**src/hdl/pcfu_pkg.sv**
```systemverilog
// ----------------------------------------------------------------------------
// pcfu_pkg
// Shared types, constants and the parameter-count table for the packed
// command FIFO unpacker.
// ----------------------------------------------------------------------------
package pcfu_pkg;

    localparam int CMDS_PER_WORD = 4;
    localparam int CMD_W         = 8;
    localparam int WORD_W        = 32;
    localparam int IDX_W         = 5;
    localparam int NEED_W        = 6;
    localparam int POS_W         = $clog2(CMDS_PER_WORD + 1);
    localparam int QIDX_W        = $clog2(CMDS_PER_WORD);
    localparam int M_TDATA_W     = 48;

    // Command codes with a parameter count other than one
    localparam logic [CMD_W-1:0] CMD_NOP        = 8'h00;
    localparam logic [CMD_W-1:0] CMD_MTX_PUSH   = 8'h11;
    localparam logic [CMD_W-1:0] CMD_MTX_IDENT  = 8'h15;
    localparam logic [CMD_W-1:0] CMD_MTX_LOAD44 = 8'h16;
    localparam logic [CMD_W-1:0] CMD_MTX_LOAD43 = 8'h17;
    localparam logic [CMD_W-1:0] CMD_MTX_MUL44  = 8'h18;
    localparam logic [CMD_W-1:0] CMD_MTX_MUL43  = 8'h19;
    localparam logic [CMD_W-1:0] CMD_MTX_MUL33  = 8'h1A;
    localparam logic [CMD_W-1:0] CMD_MTX_SCALE  = 8'h1B;
    localparam logic [CMD_W-1:0] CMD_MTX_TRANS  = 8'h1C;
    localparam logic [CMD_W-1:0] CMD_VTX_16     = 8'h23;
    localparam logic [CMD_W-1:0] CMD_SHIN_TABLE = 8'h34;
    localparam logic [CMD_W-1:0] CMD_END_VTXS   = 8'h41;
    localparam logic [CMD_W-1:0] CMD_BOX_TEST   = 8'h70;
    localparam logic [CMD_W-1:0] CMD_POS_TEST   = 8'h71;

    typedef struct packed {
        logic is_plain;   // command takes no parameters
        logic done;       // current parameter completes the command
    } need_res_t;

    typedef struct packed {
        logic [CMD_W-1:0]  command;
        logic              has_param;
        logic [WORD_W-1:0] param_word;
        logic [IDX_W-1:0]  param_index;
        logic              command_done;
    } result_t;

    function automatic logic [NEED_W-1:0] needed_params(input logic [CMD_W-1:0] op);
        logic [NEED_W-1:0] n;
        case (op)
            CMD_NOP, CMD_MTX_PUSH, CMD_MTX_IDENT, CMD_END_VTXS: n = 6'd0;
            CMD_MTX_LOAD44, CMD_MTX_MUL44:                      n = 6'd16;
            CMD_MTX_LOAD43, CMD_MTX_MUL43:                      n = 6'd12;
            CMD_MTX_MUL33:                                      n = 6'd9;
            CMD_MTX_SCALE, CMD_MTX_TRANS, CMD_BOX_TEST:         n = 6'd3;
            CMD_VTX_16, CMD_POS_TEST:                           n = 6'd2;
            CMD_SHIN_TABLE:                                     n = 6'd32;
            default:                                            n = 6'd1;
        endcase
        return n;
    endfunction

endpackage

```
**src/hdl/pcfu_need.sv**
```systemverilog
// ----------------------------------------------------------------------------
// pcfu_need
// Shared lookup/compare unit: parameter count of a command and the
// end-of-command test for the parameter at a given index.
// ----------------------------------------------------------------------------
module pcfu_need (
    input  logic [pcfu_pkg::CMD_W-1:0] op,
    input  logic [pcfu_pkg::IDX_W-1:0] idx,
    output pcfu_pkg::need_res_t        res
);

    logic [pcfu_pkg::NEED_W-1:0] need;
    logic [pcfu_pkg::NEED_W-1:0] idx_inc;

    assign need    = pcfu_pkg::needed_params(op);
    assign idx_inc = pcfu_pkg::NEED_W'(idx) + 1'b1;

    assign res.is_plain = (need == '0);
    assign res.done     = (idx_inc >= need);

endmodule

```
**src/hdl/pcfu_seq.sv**
```systemverilog
// ----------------------------------------------------------------------------
// pcfu_seq
// Sequencer: holds the unpacked command queue, walks it one entry per cycle
// via the shared lookup unit unless output stalls, feeding the output stage.
// One result is held back until the next step shows whether it is the last.
// ----------------------------------------------------------------------------
module pcfu_seq (
    input  logic                        aclk,
    input  logic                        aresetn,
    input  logic                        in_valid,
    output logic                        in_ready,
    input  logic [pcfu_pkg::WORD_W-1:0] in_word,
    input  logic                        can_push,
    output logic                        push,
    output pcfu_pkg::result_t           push_res,
    output logic                        push_last
);

    typedef enum logic [2:0] {
        ST_IDLE  = 3'b001,
        ST_PARAM = 3'b010,
        ST_SCAN  = 3'b100
    } state_t;

    state_t state_reg, state_next;

    logic [pcfu_pkg::CMD_W-1:0]  queue_mem [pcfu_pkg::CMDS_PER_WORD];
    logic [pcfu_pkg::POS_W-1:0]  pos_reg, pos_next;
    logic [pcfu_pkg::IDX_W-1:0]  cnt_reg, cnt_next;
    logic                        loaded_reg, loaded_next;
    logic [pcfu_pkg::WORD_W-1:0] word_reg;
    logic                        pend_valid_reg, pend_valid_next;
    pcfu_pkg::result_t           pend_reg, pend_next;

    logic                        accept;
    logic                        at_end;
    logic [pcfu_pkg::CMD_W-1:0]  cur_op;
    pcfu_pkg::need_res_t         nres;

    assign accept = in_valid && in_ready;
    assign in_ready = (state_reg == ST_IDLE);
    assign at_end = (pos_reg == pcfu_pkg::POS_W'(pcfu_pkg::CMDS_PER_WORD));
    assign cur_op = queue_mem[pos_reg[pcfu_pkg::QIDX_W-1:0]];

    pcfu_need u_need (
        .op  (cur_op),
        .idx (cnt_reg),
        .res (nres)
    );

    always_comb begin
        state_next      = state_reg;
        pos_next        = pos_reg;
        cnt_next        = cnt_reg;
        loaded_next     = loaded_reg;
        pend_valid_next = pend_valid_reg;
        pend_next       = pend_reg;
        push            = 1'b0;
        push_last       = 1'b0;
        case (state_reg)
            ST_IDLE: begin
                if (accept) begin
                    if (!loaded_reg) begin
                        pos_next        = '0;
                        cnt_next        = '0;
                        loaded_next     = 1'b1;
                        pend_valid_next = 1'b0;
                        state_next      = ST_SCAN;
                    end else begin
                        state_next = ST_PARAM;
                    end
                end
            end
            ST_PARAM: begin
                pend_next.command      = cur_op;
                pend_next.has_param    = 1'b1;
                pend_next.param_word   = word_reg;
                pend_next.param_index  = cnt_reg;
                pend_next.command_done = nres.done;
                pend_valid_next        = 1'b1;
                if (nres.done) begin
                    cnt_next = '0;
                    pos_next = pos_reg + 1'b1;
                end else begin
                    cnt_next = cnt_reg + 1'b1;
                end
                // an unfinished command stops the scan at once
                state_next = ST_SCAN;
            end
            ST_SCAN: begin
                if (!at_end && nres.is_plain) begin
                    if (!pend_valid_reg || can_push) begin
                        push                   = pend_valid_reg;
                        pend_next.command      = cur_op;
                        pend_next.has_param    = 1'b0;
                        pend_next.param_word   = '0;
                        pend_next.param_index  = '0;
                        pend_next.command_done = 1'b1;
                        pend_valid_next        = 1'b1;
                        pos_next               = pos_reg + 1'b1;
                    end
                end else if (!pend_valid_reg || can_push) begin
                    push            = pend_valid_reg;
                    push_last       = 1'b1;
                    pend_valid_next = 1'b0;
                    state_next      = ST_IDLE;
                    if (at_end) begin
                        loaded_next = 1'b0;
                        pos_next    = '0;
                    end
                end
            end
            default: begin
                state_next = ST_IDLE;
            end
        endcase
    end

    assign push_res = pend_reg;

    always_ff @(posedge aclk) begin
        if (!aresetn) begin
            state_reg      <= ST_IDLE;
            pos_reg        <= '0;
            cnt_reg        <= '0;
            loaded_reg     <= 1'b0;
            pend_valid_reg <= 1'b0;
        end else begin
            state_reg      <= state_next;
            pos_reg        <= pos_next;
            cnt_reg        <= cnt_next;
            loaded_reg     <= loaded_next;
            pend_valid_reg <= pend_valid_next;
        end
    end

    always_ff @(posedge aclk) begin
        pend_reg <= pend_next;
        if (accept) begin
            word_reg <= in_word;
        end
        if (accept && !loaded_reg) begin
            for (int i = 0; i < pcfu_pkg::CMDS_PER_WORD; i++) begin
                queue_mem[i] <= in_word[i*pcfu_pkg::CMD_W +: pcfu_pkg::CMD_W];
            end
        end
    end

endmodule

```
**src/hdl/packed_command_fifo_unpacker_core.sv**
```systemverilog
// ----------------------------------------------------------------------------
// packed_command_fifo_unpacker_core
// Splits geometry command FIFO words into command and parameter requests.
// ----------------------------------------------------------------------------
// A word taken while no commands are pending is four packed command bytes,
// low byte first; any leading parameterless commands come out at once, one
// request per cycle unless the output stalls. Each later word is a parameter
// of the current command and comes out with its index and an end-of-command
// flag, followed by any parameterless commands behind it. m_tlast marks the
// final request a word causes; a word that causes none gives no request. The
// queue is walked by a sequencer through one shared table lookup, one entry
// per cycle unless the output stalls, and s_tready stays low until the word
// is done with.
module packed_command_fifo_unpacker_core (
    input  logic                           aclk,
    input  logic                           aresetn,
    input  logic                           s_tvalid,
    output logic                           s_tready,
    input  logic [pcfu_pkg::WORD_W-1:0]    s_tdata,   // [31:0] word
    output logic                           m_tvalid,
    input  logic                           m_tready,
    // [7:0] command, [39:8] param_word, [44:40] param_index, [45] command_done
    output logic [pcfu_pkg::M_TDATA_W-1:0] m_tdata,
    output logic                           m_tuser,   // [0] has_param
    output logic                           m_tlast
);

    logic              m_tvalid_reg;
    pcfu_pkg::result_t m_res_reg;
    logic              m_tlast_reg;
    logic              can_push;
    logic              push;
    logic              push_last;
    pcfu_pkg::result_t push_res;

    assign can_push = !m_tvalid_reg || m_tready;

    pcfu_seq u_seq (
        .aclk      (aclk),
        .aresetn   (aresetn),
        .in_valid  (s_tvalid),
        .in_ready  (s_tready),
        .in_word   (s_tdata),
        .can_push  (can_push),
        .push      (push),
        .push_res  (push_res),
        .push_last (push_last)
    );

    always_ff @(posedge aclk) begin
        if (!aresetn) begin
            m_tvalid_reg <= 1'b0;
        end else if (push) begin
            m_tvalid_reg <= 1'b1;
        end else if (m_tready) begin
            m_tvalid_reg <= 1'b0;
        end
    end

    always_ff @(posedge aclk) begin
        if (push) begin
            m_res_reg   <= push_res;
            m_tlast_reg <= push_last;
        end
    end

    assign m_tvalid = m_tvalid_reg;
    assign m_tuser  = m_res_reg.has_param;
    assign m_tlast  = m_tlast_reg;
    assign m_tdata  = {2'b00, m_res_reg.command_done, m_res_reg.param_index,
                       m_res_reg.param_word, m_res_reg.command};

endmodule

```
**config.mk**
```make
export PLATFORM = sky130hd
export DESIGN_NAME = packed_command_fifo_unpacker_core
export DESIGN_NICKNAME = d
export VERILOG_FILES = /design/src/hdl/pcfu_pkg.sv /design/src/hdl/pcfu_need.sv /design/src/hdl/pcfu_seq.sv /design/src/hdl/packed_command_fifo_unpacker_core.sv
export SDC_FILE = /design/constraint.sdc
export NUM_CORES = 1
export LEC_CHECK = 0
export BUFFER_PORTS_ARGS = -buffer_cell sky130_fd_sc_hd__buf_4
export CORE_UTILIZATION = 61
export DETAILED_ROUTE_END_ITERATION = 12
export HOLD_SLACK_MARGIN = 0.06
export PLACE_DENSITY_LB_ADDON = 0.08
export SLEW_MARGIN = 15
export SYNTH_ARGS = -nofsm -noshare
export SYNTH_HDL_FRONTEND = slang
export SYNTH_SLANG_ARGS = --single-unit
```
**constraint.sdc**
```tcl
create_clock -name aclk -period 9.3 [get_ports aclk]
set_input_delay 0.465 -clock aclk [delete_from_list [all_inputs] [get_ports aclk]]
set_output_delay 0.465 -clock aclk [all_outputs]
set_load 0.1 [all_outputs]
```
Yosys cells after proc, flatten, opt, wreduce, memory -nomap -nowiden
Memories as Yosys holds them, arrays and structs flattened. A register that Yosys moved wholly into a read port is not among the register bits.
Cells that the tools add are included.
W data, S select, Z words.
{ "word_totals": {"memories": 1, "input_bits": 36, "ramBits": 32, "ff_bits": 141, "out_inout_bits": 52, "latch_bits": 0, "romBits": 0} }
{ "mem_list": {"columns": ["memory", "words", "word_bits", "read_ports", "rd_ports_with_merged_regs", "write_ports", "line", "source"], "rows": [
  ["u_seq.queue_mem", 4, 8, 1, 1, 4, "pcfu_seq.sv:27", "logic [pcfu_pkg::CMD_W-1:0] queue_mem [pcfu_pkg::CMDS_PER_WORD];"]
]} }
{ "op_classes": {"mux": 41, "shift": 0, "addsub": 3, "order_cmp": 1, "eq_ne": 26, "n_div": 0, "n_mul": 0, "n_reduce_logical": 28, "bitwise": 1} }
{ "ops": {"columns": ["cell", "n"], "rows": [
  ["$mux W47", 2],
  ["$pmux W47 S2", 1],
  ["$eq A8 B5 Y1 const B", 9],
  ["$pmux W6 S7", 1],
  ["$mux W3", 11],
  ["$eq A8 B7 Y1 const B", 3],
  ["$pmux W3 S3", 2],
  ["$eq A8 B6 Y1 const B", 2],
  ["$mux W1", 16],
  ["$mux W5", 3],
  ["$pmux W5 S2", 1],
  ["$reduce_and A3 Y1", 3],
  ["$logic_not A8 Y1", 1],
  ["$ne A2 B1 Y1 const B", 4],
  ["$reduce_bool A2 Y1", 4],
  ["$reduce_or A2 Y1", 4],
  ["$add A5 B1 Y6 const B", 1],
  ["$eq A3 B3 Y1 const B", 2],
  ["$ge A6 B6 Y1", 1],
  ["$logic_not A6 Y1", 1],
  ["$ne A2 B2 Y1 const B", 3],
  ["$reduce_and A6 Y1", 1],
  ["$add A5 B1 Y5 const B", 1],
  ["$reduce_and A5 Y1", 1],
  ["other kinds (15)", 22]
]} }

Logic depth before layout (Yosys ltp)
{ "depth": {"word_depth": 9, "mapped_depth": 15, "ltp_nobuf": 13} }

Hierarchy
Synthesis repeated with hierarchy kept, for this count alone.
{ "hier_totals": {"hier_cells": 372, "hier_area_um2": 6532.5} }
{ "modules_own_cells": {"columns": ["mod", "area_each_um2", "instances", "cells_each"], "rows": [
  ["pcfu_seq", 4548.1, 1, 256],
  ["packed_command_fifo_unpacker_core", 1508.9, 1, 55],
  ["pcfu_need", 475.5, 1, 61]
]} }

Least setup slack after synthesis
OpenSTA, ideal clock, no wires.
{ "synth_path": {"path_type": "register -> register", "start": "reg u_seq.state_reg[0]", "end": "mem u_seq.queue_mem[0][0] in the netlist's numbering, enable pin", "required_time_ns": 8.875, "setup_slack_ns": 4.884, "stages_incl_launch_ff": 5, "setup_time_ns": 0.425, "arrival_time_ns": 3.991, "path_cell_list": "dfxtp_1 > or3b_2 > inv_1 > and2_1 > nor2b_1"} }
{ "synth_lines": {"columns": ["item", "line", "source"], "rows": [
  ["start: declaration", "pcfu_seq.sv:25", "state_t state_reg, state_next;"],
  ["start signal: assignment", "pcfu_seq.sv:129", "state_reg <= state_next;"],
  ["end: declaration", "pcfu_seq.sv:27", null]
]} }

==> results_dict.tcl <==
set metrics [dict create \
    largest_reg_flops 47 \
    htreeDepth 4 \
    run_status "complete, no violations" \
    die_w_um 104.8 \
    antenna_found_initial 0 \
    synth_top_family_by_area "simple AND/OR/NAND/NOR gates" \
    slew_headroom_pct 40.28 \
    grt_use_total_pct 21.24 \
    finalPower_w 0.001770 \
    synth_edf_count 159 \
    p_seq_share_pct 52.6 \
    crit_chain "mux4_1, nor4b_1, nor2b_1, and4b_1, ha_1, nand2b_1, a211oi_1, o21ai_0, nand2_1, or4_1, a21oi_1" \
    fin_nets 502 \
    required_ns 9.75 \
    drive_gt1_share_pct 28.57 \
    cts_hold_buffers 0 \
    ios 88 \
    hpwl_um 6775 \
    clk_transition_reported_paths_ns 0.06 \
    drt_wl_total_um 10760 \
    reg2reg_to "u_seq.pos_reg[2]$_SDFFE_PN0P_" \
    muxShareOfSynthArea_pct 3.225 \
    period_share_pct 44.74 \
    place_congestion 0.8733 \
    clkLatencyLatePin_ns 0.52 \
    synth_warnings 0 \
    rrSetupSlack_ns 5.14 \
    critical_path_class "flop to flop" \
    path_buf_inv 0 \
    ir_drop_mv 0.1178 \
    combPwrFrac_pct 8.8 \
    power.leakage_nw 2.763 \
    cts_buffers 17 \
    synth_xor_area_share_pct 0.6605 \
    clkPwrFrac_pct 38.5 \
    syn_area_sq_um 6441 \
    critPathMaxStageDelay_ns 0.75 \
    preCtsSetupSlack_ns 5.157 \
    die-area_sq_um 10970 \
    synth-async-reset-ratio_pct 0 \
    grt_max_degree 45 \
    end_kind "flop" \
    grt_overflow 0 \
    fp.dieH_um 104.8 \
    hold_viol 0 \
    antenna_left 0 \
    cts_sinks 175 \
    crit_family "simple AND/OR/NAND/NOR gates" \
    crit_fanout 8 \
    start_util_pct 62.67 \
    p_per_area_nw_per_um2 227.2 \
    reg2reg_depth 11 \
    ctsLongestPathBuffers 2 \
    fin_tns_setup_ns 0 \
    cts-resized-gates 0 \
    drt-pass1-iter-count 4 \
    slew_viol_final 0 \
    final_core_util_pct 75.82 \
    hold_path.class "input port to flop" \
    worstSetupStartpointType "flop" \
    clockRootBuffer "clkbuf_8" \
    min_period_ns 4.161 \
    synth_commonest_cells "edfxtp_1 (159), nor2b_1 (44), dfxtp_1 (16), nand2_1 (15), nor2_1 (15)" \
    avgSynthCellArea_sq_um 17.84 \
    cp.arrival_ns 4.61 \
    power.switching_w 0.0003911 \
    synthMostInstantiatedCell "edfxtp_1" \
    synth_top_area_share_pct 74.13 \
    grt_first_pass_wirelength_um 17150 \
    fin_hold_ws_ns 0.1341 \
    grt_pass1_vias 3382 \
    cts_tree "yes" \
    setup_viol 0 \
    ys_seq_area_share_pct 79.10 \
    grt_setup_unrepaired "false" \
    via_count 3332 \
    ys_seq_elements 175 \
    holdPathStages 1 \
    min_from "s_tdata[28]" \
    post_cts_buffers 0 \
    via_per_inst 5.507 \
    fmax_mhz 240.3 \
    max_slew.worst_pin.slew_ns 0.8938 \
    drtIter0Drc 258 \
    antenna_cells 0 \
    worst-path-stages 11 \
    yosys.area_share.simple_pct 9.674 \
    rows 37 \
    netlist_top_cells_area "edfxtp_1 (74%), dfxtp_1 (5.0%), nor2b_1 (4.3%)" \
    port_buffers 85 \
    synth_flop_cell "edfxtp_1" \
    finClkSkew_ns 0.007302 \
    ys_types 54 \
    setup_ws_ns 5.139 \
    coreArea_sq_um 10280 \
    slowest_stage "mux4_1" \
    wl_per_cell_um 17.79 \
    postSynthCellCount 361 \
    yosysTopAreaCell "edfxtp_1" \
    endpoint "u_seq.pos_reg[2]$_SDFFE_PN0P_" \
    synthToLayoutAreaGrowth_pct 20.98 \
    yosys.area_share.adder_pct 1.748 \
    p_int_w 0.001379 \
    synth-compound-area-share_pct 3.885 \
    switching_share_pct 22.10 \
    cap_violations 0 \
    route.detailed.drc 0 \
]
cell type report:
cell class                 count  area, sq um
clock buffer                  20        425.4
clock inverter                11        138.9
fill                         584         2485
inverter                       8        30.03
multi-input combinational    167         1272
sequential                   175         5095
tap                          136        170.2
timing repair buffer          88        660.6
logic make-up after synthesis:
kind of cell / Yosys count
other: 1
adders and majority gates: 9
and+or+nand+nor: 106
buffers and inverters: 20
xor gates and xnor gates: 4
DFF: 175
muxes: 10
AOI/OAI and AO/OA: 36
cells in the final DEF (no fill, tap or decap), types with 2 or more instances in the layout:
master / count
dfxtp_1: 16
a21oi_1: 8
edfxtp_1: 159
o31ai_1: 2
inv_6: 2
nor4bb_1: 2
o21ai_0: 7
mux4_2: 6
a22oi_1: 2
clkinv_1: 4
clkbuf_16: 16
nand3_1: 6
nand2_2: 2
clkinvlp_4: 2
nand2b_1: 3
a211oi_1: 2
nor2b_1: 43
ha_1: 9
xnor2_1: 2
nand2_1: 14
inv_1: 7
bufinv_16: 3
nand3b_1: 3
nand4_1: 2
nor2_1: 15
mux2i_1: 2
conb_1: 2
a31o_2: 2
mux4_1: 2
or3_1: 2
buf_4: 88
a31oi_1: 2
clkbuf_1: 3
or3b_2: 2
metal layers:
| layer | part of all wire (%) | global-route usage, % |
|---|---|---|
| met1 | 44 | 28.22 |
| met2 | 50 | 34.67 |
| met3 | 5.5 | 5.427 |
| met4 | 0.79 | 7.143 |
| met5 | 0 | 0 |
how the worst min path moves through the flow:
stage	end
floorplan	m_tdata[0]$_DFFE_PP_
global placement	m_tdata[39]$_DFFE_PP_
detailed placement	m_tdata[40]$_DFFE_PP_
CTS	u_seq.word_reg[28]$_DFFE_PP_
global route	u_seq.word_reg[28]$_DFFE_PP_
finish	u_seq.word_reg[28]$_DFFE_PP_
worst reg2reg max path: stages (launching register included):
cell,delay [ns]
dfxtp_1,0.66
mux4_1,0.75
nor4b_1,0.42
nor2b_1,0.26
and4b_1,0.22
ha_1,0.26
nand2b_1,0.10
a211oi_1,0.08
o21ai_0,0.48
nand2_1,0.22
or4_1,0.50
a21oi_1,0.14
metrics by stage:
step / cell area, sq um / cells
after detailed placement: 7228 / 574
final: 7792 / 605
after CTS: 7792 / 605
after global routing: 7792 / 605
after global placement: 7228 / 574
after floorplan: 6445 / 362
power by group through the flow:
stage / registers [W] / clock network (W) / logic (W)
after floorplan: 0.000940 / 0 / 0.000121
after global placement: 0.000946 / 0 / 0.000150
after detailed placement: 0.000948 / 0 / 0.000157
after CTS: 0.000932 / 0.000691 / 0.000158
after global routing: 0.000936 / 0.000721 / 0.000170
final: 0.000932 / 0.000682 / 0.000156
Note: power is estimated with default switching activity, not from simulation.
